===== src/hw/rtl/skf_pkg.sv =====
// shared types and constants for the scalar kalman tilt filter
// no dependencies; used by every rtl file of the block but skf_if.sv

package skf_pkg;

  typedef logic [31:0] fx_t;

  localparam int unsigned ONE_FX         = 65536;
  localparam int unsigned SAMPLE_RATE_HZ = 250;
  localparam int unsigned PROCESS_NOISE  = 655;

  // dt in 16.16, rounded to the nearest count
  localparam int unsigned STEP_DT_INT   = (ONE_FX + SAMPLE_RATE_HZ / 2) / SAMPLE_RATE_HZ;
  // q*dt, truncated like the datapath multiply
  localparam int unsigned COV_STEP_INT  = (PROCESS_NOISE * STEP_DT_INT) / ONE_FX;

  localparam fx_t ONE       = fx_t'(ONE_FX);
  localparam fx_t STEP_DT   = fx_t'(STEP_DT_INT);
  localparam fx_t COV_STEP  = fx_t'(COV_STEP_INT);
  localparam fx_t COV_RESET = 32'd6553600;

  localparam int unsigned NOISE_W = 31;
  localparam logic [NOISE_W-1:0] NOISE_RESET = 31'd6554;

  // gain saturation on a zero divisor
  localparam fx_t GAIN_SAT_POS = 32'h7FFF_FFFF;
  localparam fx_t GAIN_SAT_NEG = 32'h8000_0000;

  // dividend is |a| << 16, so the quotient needs 48 bits
  localparam int unsigned DIV_BITS  = 48;
  localparam int unsigned DIV_CNT_W = 6;

  typedef enum logic [3:0] {
    S_IDLE,
    S_MUL_DELTA,
    S_ADD_DELTA,
    S_DIV_START,
    S_DIV_WAIT,
    S_MUL_INNOV,
    S_ADD_INNOV,
    S_MUL_PA,
    S_MUL_GG,
    S_MUL_RC,
    S_ADD_COV,
    S_FINISH
  } seq_state_t;

  typedef struct packed {
    logic busy;
    logic done;
  } div_status_t;

endpackage


===== src/hw/rtl/skf_if.sv =====
// valid/ready channel interfaces for the filter's sample and result streams
// depends on nothing but the field widths of the block

interface skf_sample_if;
  logic               valid;
  logic               ready;
  logic signed [31:0] gyro_rate;
  logic signed [31:0] measured_angle;
  logic               run_update;

  modport source (output valid, output gyro_rate, output measured_angle,
                  output run_update, input ready);
  modport sink   (input valid, input gyro_rate, input measured_angle,
                  input run_update, output ready);
endinterface

interface skf_result_if;
  logic               valid;
  logic               ready;
  logic signed [31:0] angle_estimate;
  logic signed [31:0] gyro_only_angle;

  modport source (output valid, output angle_estimate, output gyro_only_angle,
                  input ready);
  modport sink   (input valid, input angle_estimate, input gyro_only_angle,
                  output ready);
endinterface


===== src/hw/rtl/skf_mul.sv =====
// shared 16.16 fixed point multiplier with registered result
// depends on skf_pkg for the value type

module skf_mul (
  input  logic          clk,
  input  skf_pkg::fx_t  a,
  input  skf_pkg::fx_t  b,
  output skf_pkg::fx_t  product
);

  logic signed [63:0] full;

  assign full = $signed(a) * $signed(b);

  // floor shift by 16, keep the low 32 bits
  always_ff @(posedge clk) begin
    product <= full[47:16];
  end

endmodule


===== src/hw/rtl/skf_div.sv =====
// radix-2 restoring divider for the gain: (a << 16) / b, truncated toward zero
// depends on skf_pkg for widths, saturation codes and the status struct

module skf_div (
  input  logic                 clk,
  input  logic                 rst,
  input  logic                 start,
  input  skf_pkg::fx_t         numer,
  input  skf_pkg::fx_t         denom,
  output skf_pkg::fx_t         quotient,
  output skf_pkg::div_status_t status
);

  logic [skf_pkg::DIV_BITS-1:0]  quo;
  logic [31:0]                   rem;
  logic [31:0]                   dmag;
  logic                          neg;
  logic [skf_pkg::DIV_CNT_W-1:0] count;

  logic [31:0]                   nmag_in;
  logic [31:0]                   dmag_in;
  logic [32:0]                   trial;
  logic                          fits;
  logic [31:0]                   rem_step;
  logic [skf_pkg::DIV_BITS-1:0]  quo_step;

  assign nmag_in = numer[31] ? (~numer + 32'd1) : numer;
  assign dmag_in = denom[31] ? (~denom + 32'd1) : denom;

  assign trial    = {rem, quo[skf_pkg::DIV_BITS-1]};
  assign fits     = trial >= {1'b0, dmag};
  assign rem_step = fits ? 32'(trial - {1'b0, dmag}) : trial[31:0];
  assign quo_step = {quo[skf_pkg::DIV_BITS-2:0], fits};

  always_ff @(posedge clk) begin
    if (rst) begin
      status <= '0;
      count  <= '0;
    end else begin
      status.done <= 1'b0;
      if (start) begin
        if (denom == '0) begin
          status.done <= 1'b1;
        end else begin
          status.busy <= 1'b1;
          count       <= '0;
        end
      end else if (status.busy) begin
        count <= count + 1'b1;
        if (count == skf_pkg::DIV_CNT_W'(skf_pkg::DIV_BITS - 1)) begin
          status.busy <= 1'b0;
          status.done <= 1'b1;
        end
      end
    end
  end

  always_ff @(posedge clk) begin
    if (start) begin
      quo  <= {nmag_in, 16'd0};
      rem  <= '0;
      dmag <= dmag_in;
      neg  <= numer[31] ^ denom[31];
      if (denom == '0) begin
        quotient <= numer[31] ? skf_pkg::GAIN_SAT_NEG : skf_pkg::GAIN_SAT_POS;
      end
    end else if (status.busy) begin
      quo <= quo_step;
      rem <= rem_step;
      // low 32 bits of the signed quotient
      quotient <= neg ? (~quo_step[31:0] + 32'd1) : quo_step[31:0];
    end
  end

endmodule


===== src/hw/rtl/scalar_kalman_tilt_filter.sv =====
// scalar kalman tilt filter: one shared multiplier and one shared divider
// under a small sequencer; without a correction a sample runs the delta multiply,
// delta add and finish states; with one it also waits on the serial divider (which
// saturates the gain without dividing when p+r is zero) and runs the covariance steps;
// the next sample is taken once the sequencer is back in idle
// synchronous active-high reset: angles clear, covariance 100.0, noise 0.1

module scalar_kalman_tilt_filter (
  input  logic                           clk,
  input  logic                           rst,
  input  logic                           cfg_we,
  input  logic [skf_pkg::NOISE_W-1:0]    cfg_wdata,
  skf_sample_if.sink                     sample,
  skf_result_if.source                   result
);

  skf_pkg::seq_state_t  state;
  skf_pkg::seq_state_t  state_next;

  skf_pkg::fx_t         angle;
  skf_pkg::fx_t         gyro_angle;
  skf_pkg::fx_t         covariance;
  logic [skf_pkg::NOISE_W-1:0] noise;

  skf_pkg::fx_t         rate;
  skf_pkg::fx_t         meas;
  logic                 upd;
  skf_pkg::fx_t         gain;
  skf_pkg::fx_t         partial;

  skf_pkg::fx_t         mul_a;
  skf_pkg::fx_t         mul_b;
  skf_pkg::fx_t         mul_res;
  logic                 div_start;
  skf_pkg::fx_t         div_res;
  skf_pkg::div_status_t div_status;

  logic                 out_valid;
  logic                 out_load;
  logic                 in_take;
  skf_pkg::fx_t         noise_fx;

  assign noise_fx  = {1'b0, noise};
  assign in_take   = sample.valid && sample.ready;

  skf_mul u_mul (
    .clk     (clk),
    .a       (mul_a),
    .b       (mul_b),
    .product (mul_res)
  );

  skf_div u_div (
    .clk      (clk),
    .rst      (rst),
    .start    (div_start),
    .numer    (covariance),
    .denom    (32'(covariance + noise_fx)),
    .quotient (div_res),
    .status   (div_status)
  );

  // next state
  always_comb begin
    state_next = state;
    unique case (state)
      skf_pkg::S_IDLE:      if (in_take) state_next = skf_pkg::S_MUL_DELTA;
      skf_pkg::S_MUL_DELTA: state_next = skf_pkg::S_ADD_DELTA;
      skf_pkg::S_ADD_DELTA: state_next = upd ? skf_pkg::S_DIV_START : skf_pkg::S_FINISH;
      skf_pkg::S_DIV_START: state_next = skf_pkg::S_DIV_WAIT;
      skf_pkg::S_DIV_WAIT:  if (div_status.done) state_next = skf_pkg::S_MUL_INNOV;
      skf_pkg::S_MUL_INNOV: state_next = skf_pkg::S_ADD_INNOV;
      skf_pkg::S_ADD_INNOV: state_next = skf_pkg::S_MUL_PA;
      skf_pkg::S_MUL_PA:    state_next = skf_pkg::S_MUL_GG;
      skf_pkg::S_MUL_GG:    state_next = skf_pkg::S_MUL_RC;
      skf_pkg::S_MUL_RC:    state_next = skf_pkg::S_ADD_COV;
      skf_pkg::S_ADD_COV:   state_next = skf_pkg::S_FINISH;
      skf_pkg::S_FINISH:    if (out_load) state_next = skf_pkg::S_IDLE;
      default:              state_next = skf_pkg::S_IDLE;
    endcase
  end

  // sequencer outputs: operand selection and unit starts
  always_comb begin
    sample.ready = 1'b0;
    div_start    = 1'b0;
    out_load     = 1'b0;
    mul_a        = rate;
    mul_b        = skf_pkg::STEP_DT;
    unique case (state)
      skf_pkg::S_IDLE:      sample.ready = 1'b1;
      skf_pkg::S_MUL_DELTA: begin
        mul_a = rate;
        mul_b = skf_pkg::STEP_DT;
      end
      skf_pkg::S_DIV_START: div_start = 1'b1;
      skf_pkg::S_MUL_INNOV: begin
        mul_a = gain;
        mul_b = meas - angle;
      end
      skf_pkg::S_ADD_INNOV: begin
        // (1-k)^2
        mul_a = skf_pkg::ONE - gain;
        mul_b = skf_pkg::ONE - gain;
      end
      skf_pkg::S_MUL_PA: begin
        mul_a = covariance;
        mul_b = mul_res;
      end
      skf_pkg::S_MUL_GG: begin
        mul_a = gain;
        mul_b = gain;
      end
      skf_pkg::S_MUL_RC: begin
        mul_a = noise_fx;
        mul_b = mul_res;
      end
      skf_pkg::S_FINISH:    out_load = !out_valid || result.ready;
      default: ;
    endcase
  end

  always_ff @(posedge clk) begin
    if (rst) begin
      state      <= skf_pkg::S_IDLE;
      angle      <= '0;
      gyro_angle <= '0;
      covariance <= skf_pkg::COV_RESET;
      noise      <= skf_pkg::NOISE_RESET;
      out_valid  <= 1'b0;
    end else begin
      state <= state_next;
      if (cfg_we) begin
        noise <= cfg_wdata;
      end
      unique case (state)
        skf_pkg::S_IDLE: begin
          if (in_take) covariance <= covariance + skf_pkg::COV_STEP;
        end
        skf_pkg::S_ADD_DELTA: begin
          angle      <= angle + mul_res;
          gyro_angle <= gyro_angle + mul_res;
        end
        skf_pkg::S_ADD_INNOV: angle      <= angle + mul_res;
        skf_pkg::S_ADD_COV:   covariance <= partial + mul_res;
        default: ;
      endcase
      // result register frees the sequencer while a result waits
      if (out_load) begin
        out_valid <= 1'b1;
      end else if (result.ready) begin
        out_valid <= 1'b0;
      end
    end
  end

  // item, intermediate and result data registers, no reset needed
  always_ff @(posedge clk) begin
    if (in_take) begin
      rate <= sample.gyro_rate;
      meas <= sample.measured_angle;
      upd  <= sample.run_update;
    end
    if (state == skf_pkg::S_DIV_WAIT && div_status.done) begin
      gain <= div_res;
    end
    if (state == skf_pkg::S_MUL_GG) begin
      partial <= mul_res;
    end
    if (out_load) begin
      result.angle_estimate  <= angle;
      result.gyro_only_angle <= gyro_angle;
    end
  end

  assign result.valid = out_valid;

`ifndef ASSERT_OFF
  a_div_busy_in_wait: assert property (@(posedge clk) disable iff (rst)
    div_status.busy |-> state == skf_pkg::S_DIV_WAIT)
    else $error("divider busy outside its wait state");

  a_div_done_in_wait: assert property (@(posedge clk) disable iff (rst)
    div_status.done |-> state == skf_pkg::S_DIV_WAIT)
    else $error("divider finished outside its wait state");

  a_take_starts_seq: assert property (@(posedge clk) disable iff (rst)
    in_take |=> state == skf_pkg::S_MUL_DELTA)
    else $error("sample transfer did not start the sequence");

  a_finish_holds: assert property (@(posedge clk) disable iff (rst)
    (state == skf_pkg::S_FINISH && out_valid && !result.ready)
    |=> state == skf_pkg::S_FINISH)
    else $error("result overwritten before its transfer");
`endif

endmodule


===== src/flat_wrapper.sv =====
// flat-port wrapper written by rule: the top's interface ports become plain ports
module scalar_kalman_tilt_filter_flat 
  (clk, rst, cfg_we, cfg_wdata, sample_valid, sample_gyro_rate, sample_measured_angle, sample_run_update, sample_ready, result_valid, result_angle_estimate, result_gyro_only_angle, result_ready);
  skf_sample_if sample_i ();
  skf_result_if result_i ();
  input  logic clk;
  input  logic rst;
  input  logic cfg_we;
  input  logic [skf_pkg::NOISE_W-1:0] cfg_wdata;
  input wire logic [$bits(sample_i.valid)-1:0] sample_valid;
  input wire logic [$bits(sample_i.gyro_rate)-1:0] sample_gyro_rate;
  input wire logic [$bits(sample_i.measured_angle)-1:0] sample_measured_angle;
  input wire logic [$bits(sample_i.run_update)-1:0] sample_run_update;
  output wire logic [$bits(sample_i.ready)-1:0] sample_ready;
  output wire logic [$bits(result_i.valid)-1:0] result_valid;
  output wire logic [$bits(result_i.angle_estimate)-1:0] result_angle_estimate;
  output wire logic [$bits(result_i.gyro_only_angle)-1:0] result_gyro_only_angle;
  input wire logic [$bits(result_i.ready)-1:0] result_ready;
  assign sample_i.valid = sample_valid;
  assign sample_i.gyro_rate = sample_gyro_rate;
  assign sample_i.measured_angle = sample_measured_angle;
  assign sample_i.run_update = sample_run_update;
  assign sample_ready = sample_i.ready;
  assign result_valid = result_i.valid;
  assign result_angle_estimate = result_i.angle_estimate;
  assign result_gyro_only_angle = result_i.gyro_only_angle;
  assign result_i.ready = result_ready;
  scalar_kalman_tilt_filter u_core (.clk(clk), .rst(rst), .cfg_we(cfg_we), .cfg_wdata(cfg_wdata), .sample(sample_i), .result(result_i));
endmodule

===== config.mk =====
export PLATFORM = sky130hd
export DESIGN_NAME = scalar_kalman_tilt_filter_flat
export DESIGN_NICKNAME = d
export VERILOG_FILES = /design/src/hw/rtl/skf_pkg.sv /design/src/hw/rtl/skf_if.sv /design/src/hw/rtl/skf_mul.sv /design/src/hw/rtl/skf_div.sv /design/src/hw/rtl/scalar_kalman_tilt_filter.sv /design/src/flat_wrapper.sv
export SDC_FILE = /design/constraint.sdc
export NUM_CORES = 2
export LEC_CHECK = 0
export BUFFER_PORTS_ARGS = -buffer_cell sky130_fd_sc_hd__clkbuf_2
export CAP_MARGIN = 20
export CORE_MARGIN = 4
export CORE_UTILIZATION = 35
export CTS_BUF_LIST = sky130_fd_sc_hd__clkbuf_16
export CTS_CLUSTER_DIAMETER = 40
export DETAILED_ROUTE_END_ITERATION = 8
export PLACE_DENSITY = 0.63
export SETUP_SLACK_MARGIN = 0.5
export SYNTH_ARGS = -nofsm -noshare
export SYNTH_HDL_FRONTEND = slang
export SYNTH_SLANG_ARGS = --single-unit

===== constraint.sdc =====
create_clock -name clk -period 10.6 [get_ports clk]
set_input_delay 0.53 -clock clk [delete_from_list [all_inputs] [get_ports clk]]
set_output_delay 0.53 -clock clk [all_outputs]
set_load 0.01 [all_outputs]

## After elaboration in Yosys (flattened, before gate mapping)

Index checks and enable logic that the tools add are counted.

- $add $sub $neg: 12
- Multipliers: 1
- Magnitude comparators: 1
- Equal/unequal tests: 17
- Multiplexer cells: 32
- Bitwise logic cells: 4
- Reduce and logical (&&, ||, !) cells: 16

Operators by type and width:

| operator | number |
|---|---|
| $mux W32 | 8 |
| $pmux W32 S4 | 2 |
| $add A32 B1 Y32 const B | 3 |
| $add A32 B32 Y32 | 3 |
| $mux W48 | 2 |
| $not A32 Y32 | 3 |
| $pmux W32 S2 | 1 |
| $sub A32 B32 Y32 | 2 |
| $mul A32 B32 Y48 | 1 |
| $pmux W4 S12 | 1 |
| $ge A33 B32 Y1 | 1 |
| $add A32 B2 Y32 const B | 1 |
| $add A32 B31 Y32 | 1 |
| $logic_not A32 Y1 | 1 |
| $sub A17 B32 Y32 const A | 1 |
| $mux W31 | 1 |
| $mux W6 | 3 |
| $eq A4 B3 Y1 const B | 4 |
| $eq A4 B4 Y1 const B | 4 |
| $mux W4 | 4 |
| $eq A4 B2 Y1 const B | 2 |
| $mux W1 | 7 |
| $add A6 B1 Y6 const B | 1 |
| $eq A6 B6 Y1 const B | 1 |
| other kinds (13) | 25 |

- Flip-flop bits (word level): 510
- Input bits: 101
- Output and inout bits: 66
- Logic and storage cells: 107

## Longest topological paths before layout

- Depth after elaboration: 6
- Depth in mapped cells: 45
- Gate-level depth less buffers: 43

## Cells and area by module

A second synthesis with hierarchy kept.

- Cells, all modules: 6530
- Area total of the unflattened synthesis: 60435.5 um^2

Modules (own cells, without submodules):

| module | instances | cells an instance | area an instance (um^2) | sequential area each (um^2) |
|---|---|---|---|---|
| skf_mul | 1 | 3135 | 29338.1 | 640.6 |
| scalar_kalman_tilt_filter | 1 | 2344 | 21275.4 | 8438.1 |
| skf_div | 1 | 1051 | 9821.9 | 4033.9 |

## Worst setup path after synthesis

OpenSTA, ideal clock, no wires.

- Path kind: flip-flop to flip-flop
- Start point: register u_core.angle[8]
- End point: register u_core.u_mul.product[31]
- Setup time: 130 ps
- Data arrival time: 10393 ps
- Data required time: 10470 ps
- Setup slack: 78 ps
- Stages on the path, launching flop included: 43
- Path buffers: 1
- Period minus slack after synthesis: 10522 ps
- Cells stage by stage: dfxtp_1 -> inv_1 -> ha_1 -> a21o_1 -> and4_1 -> o31a_1 -> o31ai_1 -> a211oi_1 -> a211o_1 -> a21oi_1 -> o21bai_1 -> a21oi_1 -> o21ai_0 -> xnor2_1 -> o2111a_1 -> clkbuf_1 -> clkinv_1 -> fa_1 -> (+7 left out) -> fa_1 -> fa_1 -> ha_1 -> a21o_1 -> a21o_1 -> a21oi_1 -> nor2b_1 -> o21ai_0 -> nand2b_1 -> a21oi_1 -> nor2b_1 -> a2111oi_0 -> a21oi_1 -> and3_1 -> or3_1 -> a21o_1 -> a21oi_1 -> xnor3_1

- Longest elaborated chain between the ends: 3

Ends and longest elaborated chain:

| what | line | RTL |
|---|---|---|
| start: declaration | scalar_kalman_tilt_filter.sv:20 | `skf_pkg::fx_t angle;` |
| start signal: assignment | scalar_kalman_tilt_filter.sv:141 | `angle <= angle + mul_res;` |
| start signal: assignment | scalar_kalman_tilt_filter.sv:144 | `skf_pkg::S_ADD_INNOV: angle <= angle + mul_res;` |
| $sub A32 B32 Y32 | scalar_kalman_tilt_filter.sv:99 | `mul_b = meas - angle;` |
| $pmux W32 S4 | scalar_kalman_tilt_filter.sv:90 | `unique case (state)` |
| $mul A32 B32 Y48 | skf_mul.sv:13 | `assign full = $signed(a) * $signed(b);` |
| via u_core.u_mul.full[47] | skf_mul.sv:11 | `logic signed [63:0] full;` |
| end signal: assignment | skf_mul.sv:17 | `product <= full[47:16];` |
| end: declaration | skf_mul.sv:8 | `output skf_pkg::fx_t product` |

The timed path passes the listed nets, and every way through them passes these cells.
A chain may end at the register's enable or synchronous reset.

## Worst setup path in the final report

- Start point: register u_core.meas[8]
- End point: register u_core.u_mul.product[31]

- Longest elaborated chain between the ends: 3

Ends and longest elaborated chain:

| what | line | RTL |
|---|---|---|
| start: declaration | scalar_kalman_tilt_filter.sv:26 | `skf_pkg::fx_t meas;` |
| start signal: assignment | scalar_kalman_tilt_filter.sv:161 | `meas <= sample.measured_angle;` |
| $sub A32 B32 Y32 | scalar_kalman_tilt_filter.sv:99 |  |
| $pmux W32 S4 | scalar_kalman_tilt_filter.sv:90 |  |
| $mul A32 B32 Y48 | skf_mul.sv:13 |  |
| via u_core.u_mul.full[47] | skf_mul.sv:11 |  |

The timed path passes the listed nets, and every way through them passes these cells.

==> metrics.md <==
| Metric | Value |
|---|---|
| Status | `finished clean` |
| Slew Limit Fails | `0` |
| Max Cap Viol | `0` |
| H-tree depth | `3` |
| Die span in y | `around 420 um` |
| Vias | `49,406` |
| Synth warn | `0` |
| Rel. slew slack | `0.261` |
| Worst-skew pair later-pin latency | `just over 0.7 ns` |
| Cell row count | `150` |
| Initial DRT Pass Iterations | `6` |
| Layout area overhead | `16.9%` |
| Switching power | `a little under 0.009 W` |
| Worst path required time | `between 10 and 15 ns` |
| Post-route DRC | `0` |
| Synth area leaders | `fa_1, edfxtp_1, ha_1` |
| Most common library cell in the layout ignoring fill and taps | `inv_1` |
| TritonCTS Buffers | `87` |
| # port buffers | `between 150 and 200` |
| Final period util | `0.950` |
| Reg clk slew, reported paths | `around 0.06 ns` |
| Setup_tns | `0 ns` |
| CP Launch Point | `u_core.meas[8]` |
| Async S/R FF share, synth | `0` |
| Worst Hold Launch | `sample_measured_angle[16]` |
| Gr usage total | `0.242` |
| Register bit total from synthesis | `510` |
| Vias in the first global route | `50,026` |
| GPL Wtd Cong | `between 1 and 1.5` |
| Prevailing post-synth register cell | `edfxtp_1` |
| CP max stage delay | `~0.57 ns` |
| Leakage | `between 30 and 40 nW` |
| Final setup viols | `0` |
| Sequential-to-total area share from yosys stat | `0.222` |
| Routed wire per std cell | `roughly 23 um` |
| VDD IR max | `approximately 0.40 mV` |
| Final Critical Period | `between 10 and 15 ns` |
| Area share of the largest cell type after synthesis | `0.286` |
| Crit path DAT | `between 10 and 15 ns` |
| Skew final | `0.0537 ns` |
| Internal cell power | `between 0.01 and 0.015 W` |
| CP Buf/Inv Count | `7` |
| Starting density of the core | `0.353` |
| CP startpoint kind | `flip-flop` |
| Hold depth | `1` |
| TritonCTS clock tree | `done` |
| Die area | `about 180,000 um^2` |
| First-pass GRT wire length | `between 300 and 400 mm` |
| Library cells used by synthesis | `95` |
| Clock root buffer | `clkbuf_16` |
| Maximum clock frequency | `a little under 100 MHz` |
| Critical Path Sink Type | `flip-flop` |
| Hold_ws | `about 0.048 ns` |
| CTS max path bufs | `3` |
| Grt total ovfl | `0` |
| Critical path type | `flip-flop to flip-flop` |
| Routed Antenna Nets | `0` |
| Clock power share | `0.156` |
| Final #Nets | `between 8,000 and 9,000` |
| Mapped Nets | `around 7,900` |
| Die width | `roughly 420 um` |
| Initial antenna violation count | `6` |
| Crit path depth | `41` |
| Mapped Area | `59,000 um^2` |
| Logic pwr share | `0.685` |
| Routed WL | `213 mm` |
| Core Area | `167,000 um^2` |
| Share of layout cells above drive strength 1 | `0.128` |
| Cell mode on critical path | `fa_1` |
| Mean Syn Cell Area | `about 9.0 um^2` |
| Drt initial violations | `about 4,500` |
| Crit Path Max Fanout | `8` |
| Worst-margin pin slew | `~1.1 ns` |
| Reg2reg path depth | `41` |
| Drt via density | `5.37` |
| Syn Inst Count | `6,560` |
| PD cells | `~280 nW/um^2` |
| Final hold vios | `0` |
| Hold Crit Class | `primary input to flip-flop` |
| RSZ-0062 raised after global routing | `true` |
| Top cell type by total area after synthesis | `fa_1` |
| CP delay by family, top | `adder cells` |
| DP Wirelength | `between 150 and 200 mm` |
| Io pins | `about 170` |
| Commonest non-fill, non-tap cells in the layout | `inv_1, nand2_1, fa_1` |
| Post-synth EDFFs | `290` |
| Slowest cell on crit path | `fa_1` |
| Largest net degree at the start of global routing | `85` |
| Switching part of the total | `0.468` |
| CTS sink count | `510` |
| R2r startpoint | `u_core.meas[8]` |
| Fillers | `16,417` |
| Sequential power share | `0.159` |
[state kept, by name, indices dropped and copies added, names as in the netlist, 2 cells and up]
| name | flops |
|---|---|
| u_core.u_div.status | 2 |
| u_core.partial | 32 |
| u_core.result.gyro_only_angle | 32 |
| u_core.covariance | 32 |
| u_core.u_div.rem | 32 |
| u_core.gain | 32 |
| u_core.result.angle_estimate | 32 |
| u_core.gyro_angle | 32 |
| u_core.noise | 31 |
| u_core.state | 4 |
| u_core.angle | 32 |
| u_core.meas | 32 |
| u_core.u_div.quo | 48 |
| u_core.u_div.quotient | 32 |
| u_core.rate | 32 |
| u_core.u_div.count | 6 |
| u_core.u_mul.product | 32 |
| u_core.u_div.dmag | 32 |
[power groups by stage]
stage          Sequential [W]  Combinational (W)  Clock, W
4_1_cts               0.00301             0.0127   0.00302
6_report              0.00303             0.0130   0.00296
5_1_grt               0.00303             0.0144   0.00311
2_1_floorplan         0.00272            0.00835         0
3_5_place_dp          0.00305             0.0123         0
3_3_place_gp          0.00305             0.0122         0
[Yosys cell counts, drive strengths merged (30+ instances only)]
| cell | number |
|---|---|
| o31ai | 31 |
| nand3 | 105 |
| nand2b | 51 |
| nand2 | 956 |
| xnor2 | 199 |
| clkbuf | 277 |
| nor4 | 30 |
| a21oi | 328 |
| or3 | 56 |
| a31oi | 38 |
| nor3 | 70 |
| edfxtp | 290 |
| and3 | 41 |
| a211oi | 61 |
| o21ai | 248 |
| mux2i | 52 |
| nor2 | 435 |
| xor2 | 114 |
| inv | 1077 |
| buf | 30 |
| a21o | 90 |
| fa | 844 |
| o21a | 37 |
| dfxtp | 220 |
| and2 | 82 |
| nor2b | 76 |
| ha | 358 |
[worst register-to-register path, delay by kind of cell (launching register included)]
kind	cells	cell delay, ns
AOI/OAI and AO/OA	12	2.42
xor gates and xnor gates	1	0.21
adders and majority gates	10	4.37
buffers and inverters	7	0.75
DFF	1	0.42
and+or+nand+nor	11	1.81
[per-layer routing]
metal	wire (um)	global-route usage	vias up	part of all wire
li1	-	-	21989	-
met5	13	0	-	0.000061
met4	14200	0.135	2	0.066
met3	16800	0.0399	494	0.079
met1	85000	0.315	24831	0.40
met2	97300	0.385	2090	0.46
[through the flow]
| step | area [um^2] | std cells | power, W | setup slack, ns | util |
|---|---|---|---|---|---|
| after floorplan | 59000 | 6560 | 0.0111 | 0.533 | - |
| after global placement | 64500 | 8967 | 0.0152 | 0.000872 | 0.385 |
| after detailed placement | 64500 | 8968 | 0.0154 | -0.0153 | 0.385 |
| after CTS | 68300 | 9181 | 0.0187 | 0.500 | 0.408 |
| after global routing | 69000 | 9206 | 0.0205 | 0.213 | 0.412 |
| final | 69000 | 9208 | 0.0190 | 0.532 | 0.412 |
[what timing repair did]
| action | 4_1_cts | 5_1_grt |
|---|---|---|
| setup endpoints to repair | 5 | 8 |
| buffers inserted | 5 | 21 |
| gates cloned | 0 | 3 |
| pin swaps | 33 | 54 |
| endpoints found under the hold margin | 44 | 0 |
| resized for setup | 51 | 101 |
| hold buffers | 44 | 0 |
[logic make-up after synthesis]
group           synth area share
simple gates               0.153
buf+inv                   0.0882
fa+ha+maj                  0.362
compound gates             0.118
flops                      0.222
xor+xnor                  0.0472
mux                      0.00901
[cell type report]
cell class                      count  area [um^2]  area share
Antenna cell                        2         5.00   0.0000725
Clock buffer                       90         2250      0.0326
Clock inverter                     74          857      0.0124
Inverter                         1080         4060      0.0589
Multi-Input combinational cell   4663        41500       0.602
Sequential cell                   510        13100       0.190
Tap cell                         2204         2760      0.0400
Timing Repair Buffer              585         4440      0.0643
[worst paths after layout]
kind / end / slack, ns
min reg2reg: u_core.gain[15] / 0.42
max: u_core.u_mul.product[31] / 0.53
max reg2reg: u_core.u_mul.product[31] / 0.53
min: u_core.meas[16] / 0.05
(Power assumes the default switching activity.)
